--- src/hdl/lmdd_pkg.sv ---
// ----------------------------------------------------------------------------
// lmdd_pkg
// Shared constants, codes and controller/datapath types for the layered
// decision diagram membership lookup.
// ----------------------------------------------------------------------------
package lmdd_pkg;

  localparam int LAYER_COUNT     = 10;
  localparam int SYMBOL_BITS     = 6;
  localparam int NODES_PER_LAYER = 4096;
  localparam int EDGES_PER_LAYER = 16384;

  localparam int LAYER_BITS = 4;
  localparam int NODE_BITS  = 12;
  localparam int SLOT_BITS  = 14;
  localparam int SPAN_BITS  = 15;
  localparam int KEY_BITS   = LAYER_COUNT * SYMBOL_BITS;
  localparam int EDGE_WORD_BITS = SYMBOL_BITS + NODE_BITS;
  localparam int SPAN_WORD_BITS = 2 * SPAN_BITS;

  localparam int NODE_DEPTH     = LAYER_COUNT * NODES_PER_LAYER;
  localparam int EDGE_DEPTH     = LAYER_COUNT * EDGES_PER_LAYER;
  localparam int NODE_ADDR_BITS = LAYER_BITS + NODE_BITS;
  localparam int EDGE_ADDR_BITS = LAYER_BITS + SLOT_BITS;

  localparam int IN_DATA_BITS  = 128;
  localparam int IN_USER_BITS  = 2;
  localparam int OUT_DATA_BITS = 8;

  typedef enum logic [1:0] {
    REQ_NODE   = 2'd0,
    REQ_EDGE   = 2'd1,
    REQ_LOOKUP = 2'd2
  } req_e;

  typedef enum logic [2:0] {
    ST_IDLE,
    ST_NODE_RD,
    ST_NODE_WAIT,
    ST_SEARCH,
    ST_SEARCH_WAIT,
    ST_CHECK_WAIT,
    ST_DONE
  } state_e;

  typedef struct packed {
    logic [LAYER_BITS-1:0]  layer_index;
    logic [SLOT_BITS-1:0]   entry_index;
    logic [SPAN_BITS-1:0]   span_offset;
    logic [SPAN_BITS-1:0]   span_length;
    logic [SYMBOL_BITS-1:0] edge_symbol;
    logic [NODE_BITS-1:0]   edge_target;
    logic [KEY_BITS-1:0]    position_key;
  } req_t;

  typedef struct packed {
    logic take;
    logic start;
    logic node_rd;
    logic span_ld;
    logic edge_rd_mid;
    logic step;
    logic edge_rd_lo;
    logic advance;
    logic mark_pass;
    logic mark_fail;
    logic out_load;
  } cmd_t;

  typedef struct packed {
    logic srch_open;
    logic at_end;
    logic match;
    logic last_layer;
    logic out_free;
  } sts_t;

endpackage

--- src/hdl/lmdd_ctrl.sv ---
// ----------------------------------------------------------------------------
// lmdd_ctrl
// Sequencer for load beats and the layer-by-layer lower-bound search.
// ----------------------------------------------------------------------------
module lmdd_ctrl
  import lmdd_pkg::*;
(
  input  logic       clk_i,
  input  logic       rst_ni,
  input  logic       in_valid_i,
  input  logic [1:0] in_kind_i,
  input  sts_t       sts_i,
  output logic       in_ready_o,
  output cmd_t       cmd_o
);

  state_e state_q, state_d;

  always_ff @(posedge clk_i or negedge rst_ni) begin
    if (!rst_ni) begin
      state_q <= ST_IDLE;
    end else begin
      state_q <= state_d;
    end
  end

  always_comb begin
    state_d = state_q;
    case (state_q)
      ST_IDLE: begin
        if (in_valid_i && (in_kind_i == REQ_LOOKUP)) begin
          state_d = ST_NODE_RD;
        end
      end
      ST_NODE_RD:     state_d = ST_NODE_WAIT;
      ST_NODE_WAIT:   state_d = ST_SEARCH;
      ST_SEARCH: begin
        if (sts_i.srch_open) begin
          state_d = ST_SEARCH_WAIT;
        end else if (sts_i.at_end) begin
          state_d = ST_DONE;
        end else begin
          state_d = ST_CHECK_WAIT;
        end
      end
      ST_SEARCH_WAIT: state_d = ST_SEARCH;
      ST_CHECK_WAIT: begin
        if (sts_i.match && !sts_i.last_layer) begin
          state_d = ST_NODE_RD;
        end else begin
          state_d = ST_DONE;
        end
      end
      ST_DONE: begin
        if (sts_i.out_free) begin
          state_d = ST_IDLE;
        end
      end
      default: state_d = ST_IDLE;
    endcase
  end

  always_comb begin
    cmd_o      = '0;
    in_ready_o = 1'b0;
    case (state_q)
      ST_IDLE: begin
        in_ready_o   = 1'b1;
        cmd_o.take   = in_valid_i;
        cmd_o.start  = in_valid_i && (in_kind_i == REQ_LOOKUP);
      end
      ST_NODE_RD:     cmd_o.node_rd = 1'b1;
      ST_NODE_WAIT:   cmd_o.span_ld = 1'b1;
      ST_SEARCH: begin
        if (sts_i.srch_open) begin
          cmd_o.edge_rd_mid = 1'b1;
        end else if (sts_i.at_end) begin
          cmd_o.mark_fail = 1'b1;
        end else begin
          cmd_o.edge_rd_lo = 1'b1;
        end
      end
      ST_SEARCH_WAIT: cmd_o.step = 1'b1;
      ST_CHECK_WAIT: begin
        if (!sts_i.match) begin
          cmd_o.mark_fail = 1'b1;
        end else if (sts_i.last_layer) begin
          cmd_o.mark_pass = 1'b1;
        end else begin
          cmd_o.advance = 1'b1;
        end
      end
      ST_DONE:        cmd_o.out_load = sts_i.out_free;
      default: begin
        cmd_o      = '0;
        in_ready_o = 1'b0;
      end
    endcase
  end

endmodule

--- config.mk ---
export PLATFORM = sky130hd
export DESIGN_NAME = lmdd_ctrl
export DESIGN_NICKNAME = d
export VERILOG_FILES = /design/src/hdl/lmdd_pkg.sv /design/src/hdl/lmdd_ctrl.sv
export SDC_FILE = /design/constraint.sdc
export NUM_CORES = 1
export LEC_CHECK = 0
export BUFFER_PORTS_ARGS = -buffer_cell sky130_fd_sc_hd__buf_4
export CORE_AREA = 2 2 39 41
export CTS_CLUSTER_SIZE = 10
export DETAILED_ROUTE_END_ITERATION = 16
export DIE_AREA = 0 0 41 43
export PLACE_DENSITY_LB_ADDON = 0.08
export SYNTH_ARGS = -nofsm -noshare
export SYNTH_HDL_FRONTEND = slang
export SYNTH_SLANG_ARGS = --single-unit
--- constraint.sdc ---
create_clock -name clk_i -period 3.2 [get_ports clk_i]
set_input_delay 0.16 -clock clk_i [delete_from_list [all_inputs] [get_ports clk_i]]
set_output_delay 0.16 -clock clk_i [all_outputs]
set_load 0.02 [all_outputs]
## Word level (Yosys, flattened, before mapping)

Index checks and enable logic that the tools add are counted.

- Eq/ne operators: 9
- Muxes and demuxes: 25
- Reduce and logical (&&, ||, !) cells: 6

Operators with widths:

| cell | count |
|---|---|
| 3-bit one-hot mux with 6 select lines | 1 |
| 1-bit 2-to-1 mux | 15 |
| 2-bit 2-to-1 mux | 5 |
| 3-bit equality test, second input constant | 3 |
| 3-bit 2-to-1 mux | 3 |
| 3-bit by 2-bit equality test with 1-bit output, second input constant | 2 |
| 2-bit inequality test, second input constant | 2 |
| 3-bit by 1-bit equality test with 1-bit output, second input constant | 1 |
| 3-bit logical NOT | 1 |
| 2-bit equality test, second input constant | 1 |
| 1-bit logical AND | 2 |
| 1-bit one-hot mux with 2 select lines | 1 |
| 2-bit AND reduction | 1 |
| 2-bit OR reduction | 1 |
| 1-bit logical NOT | 1 |

- Register bits: 3
- Input bits: 10
- Output and inout port bits: 12
- Logic and storage cells: 41

## Depth between registers and ports, before layout

- Depth after elaboration: 4
- Depth in mapped cells: 4

## Worst setup path after synthesis

Ideal clock, no wire load.

- Kind: reg2out
- Start: reg state_q[1]
- End: out cmd_o[10] in the netlist's numbering
- Arrival: 1.363 ns
- Required time: 3.040 ns
- Slack: 1.677 ns
- Cell stages (with the launch flop): 3
- Path buffers: 0
- Cell sequence: dfrtp_1 nor3_1 and2_1

RTL lines:

| item | line | source |
|---|---|---|
| start, declared | lmdd_ctrl.sv:17 | `state_e state_q, state_d;` |
| start signal, assigned | lmdd_ctrl.sv:23 | `state_q <= state_d;` |
| end, declared | lmdd_ctrl.sv:14 | `output cmd_t cmd_o` |

==> qor.yml <==
n_antenna_cell: 0
wire_per_inst_um: 11.3
synth-seq-cells: 3
yosys-top-cells-area: "dfrtp_1 (26%), nor2b_1 (8.7%), nand3b_1 (7.8%)"
dieArea_um2: 1760
gp_congestion: 0.671
numCtsBuffers: 3
io_pins: 22
ctsLongestPathBuffers: 2
drive_above_1_share: 0.393
hold_class: "in -> reg"
reg_top3: "state_q x3"
status: "finished, final reports clean"
vias: 368
fin_ws_ps: 1550
finalMaxSlewViolations: 0
yosysUniqueCellTypes: 24
dp_cells: 72
first_global_vias: 320
die_height_um: 43
yosysTopAreaCellShare: 0.260
grt_use_total: 0.118
vdd.ir_drop.worst_uv: 211
std_cell_rows: 14
crit_fanout: 15
finalHoldViolations: 0
nFillCells: 155
clock_latency_ps: 240
setup_viol: 0
leakagePower_uw: 0.000236
min_period_over_period: 0.517
synthCells: 38
drt_iter0_markers: 5
io_buffers: 21
netlist_area_um2: 289
antenna_found_initial: 0
crit_family: "simple AND/OR/NAND/NOR gates"
fmax_mhz: 605
seq_area_frac_synth: 0.260
maxCapViolations: 0
ant_nets: 0
layout.nets: 72
drc_errors: 0
initial_core_util: 0.209
power_density_nw_per_um2: 788
path_cells: "nand3b_1 > or3_1 > inv_1 > buf_4"
cts_tree: "yes"
dp_slack_ps: 1790
clockRootBuffer: "clkbuf_4"
fin_util: 0.354
worstSetupPathType: "reg -> out"
skew_ps: 4.50
cp-start-kind: "register"
cts.sink_count: 3
place_hpwl_um: 660
clk_pin_slew_ps: 40
cts_max_level: 1
worstPathArrival_ps: 1490
rsz0062_at_grt: "no"
layout.cells.non_filler: 77
maxSlewHeadroom: 0.718
tightest_slew_ps: 419
grt_pass1_wl_um: 1390
syn_to_final_growth_pct: 69.7
core-area_um2: 1380
cp.required_ps: 3040
avgSynthCellArea_um2: 7.61
path_buf_inv: 2
final.min_clock_period_ps: 1650
grt_overflow: 0
tns_ps: 0
grt_max_degree: 16
max_stage_delay_ps: 510
dieWidth_um: 41
yosysTopAreaCell: "dfrtp_1"
top_register: "state_q"
cp-end-kind: "output pin"
firstDrtPassIters: 5
slowest_stage: "dfrtp_1"
viasPerCell: 4.78
routed_wl_um: 872
largest_register_ff_count: 3
syn_nets: 48
yosysWarnings: 0
layout by cell type (no fill, tap or decap):
master / instances
a21boi_0: 1
a222oi_1: 1
a31oi_1: 1
and2_1: 1
and3_1: 2
and4b_1: 1
buf_4: 21
clkbuf_1: 1
clkbuf_4: 3
dfrtp_1: 3
dlygate4sd3_1: 1
inv_1: 2
nand2_1: 1
nand2b_1: 1
nand3_1: 1
nand3b_1: 3
nor2_1: 3
nor2b_1: 4
nor3_1: 1
nor3b_1: 2
nor4_1: 1
nor4b_1: 1
o21a_1: 1
o21ai_0: 2
o311ai_0: 1
or3_1: 1
cells in the mapped netlist:
library cell  n
nor2b_1       4
dfrtp_1       3
nand3b_1      3
nor2_1        3
and3_1        2
clkbuf_1      2
inv_1         2
nor3b_1       2
o21ai_0       2
a21boi_0      1
a222oi_1      1
a31oi_1       1
and2_1        1
and4b_1       1
buf_2         1
nand2_1       1
nand2b_1      1
nand3_1       1
nor3_1        1
nor4_1        1
nor4b_1       1
o21a_1        1
o311ai_0      1
or3_1         1
routing by layer:
metal  part of all wire  vias up  track usage
met2               0.52       12        0.156
li1                   -      187            -
met3              0.056        2       0.0157
met5                  0        -            0
met1               0.41      167        0.151
met4              0.011        0        0.120
power breakdown:
part           internal, µW  switching (µW)  leakage, µW
combinational           106            98.4     0.000185
sequential             56.3            57.1    0.0000360
clock                  46.9            21.5    0.0000150
total                   210             177     0.000236
layout make-up:
class	instances	area (µm²)	area share
clock buffers	4	26.3	0.0536
flip-flops and latches	3	75.1	0.153
multi-input cells	30	194	0.395
inverters	2	7.51	0.0153
well taps	16	20.0	0.0408
repair buffers	22	168	0.342
worst reg2reg max path: cells and delay by family, from the launching register on:
family | cells | cell delay (ps)
AOI/OAI and AO/OA | 1 | 210
and+or+nand+nor | 2 | 550
DFF | 1 | 510
final timing paths:
check / endpoint / cells past startpoint / startpoint / slack, ps
worst max-delay path: cmd_o[4] / 4 / state_q[2]$_DFFE_PN0P_ / 1550
worst min-delay path: state_q[0]$_DFFE_PN0P_ / 3 / sts_i[3] / 230
worst min register to register: state_q[0]$_DFFE_PN0P_ / 1 / state_q[1]$_DFFE_PN0P_ / 750
worst max register to register: state_q[0]$_DFFE_PN0P_ / 3 / state_q[2]$_DFFE_PN0P_ / 1820
max in group asynchronous: state_q[0]$_DFFE_PN0P_ / 2 / rst_ni / 2850
min in group asynchronous: state_q[2]$_DFFE_PN0P_ / 2 / rst_ni / 250
kinds of logic after synthesis:
kind of cell,share of synthesized area
AO/OA/AOI/OAI,0.173
buffers and inverters,0.0693
flip-flops,0.260
AND/OR/NAND/NOR,0.498
what timing repair did:
action | 4_1_cts | 5_1_grt
gates resized for setup | 0 | 0
hold buffers | 1 | 0
hold endpoints to repair | 3 | 0
buffers inserted | 0 | 0
per-stage QoR:
step	hold slack, ps	power [µW]	area (µm²)
2_1_floorplan	-136	240	289
3_3_place_gp	-46.7	326	454
3_5_place_dp	-44.7	321	454
4_1_cts	226	394	490
5_1_grt	256	426	490
6_report	233	387	490
Power figures use the tool's default switching activity.
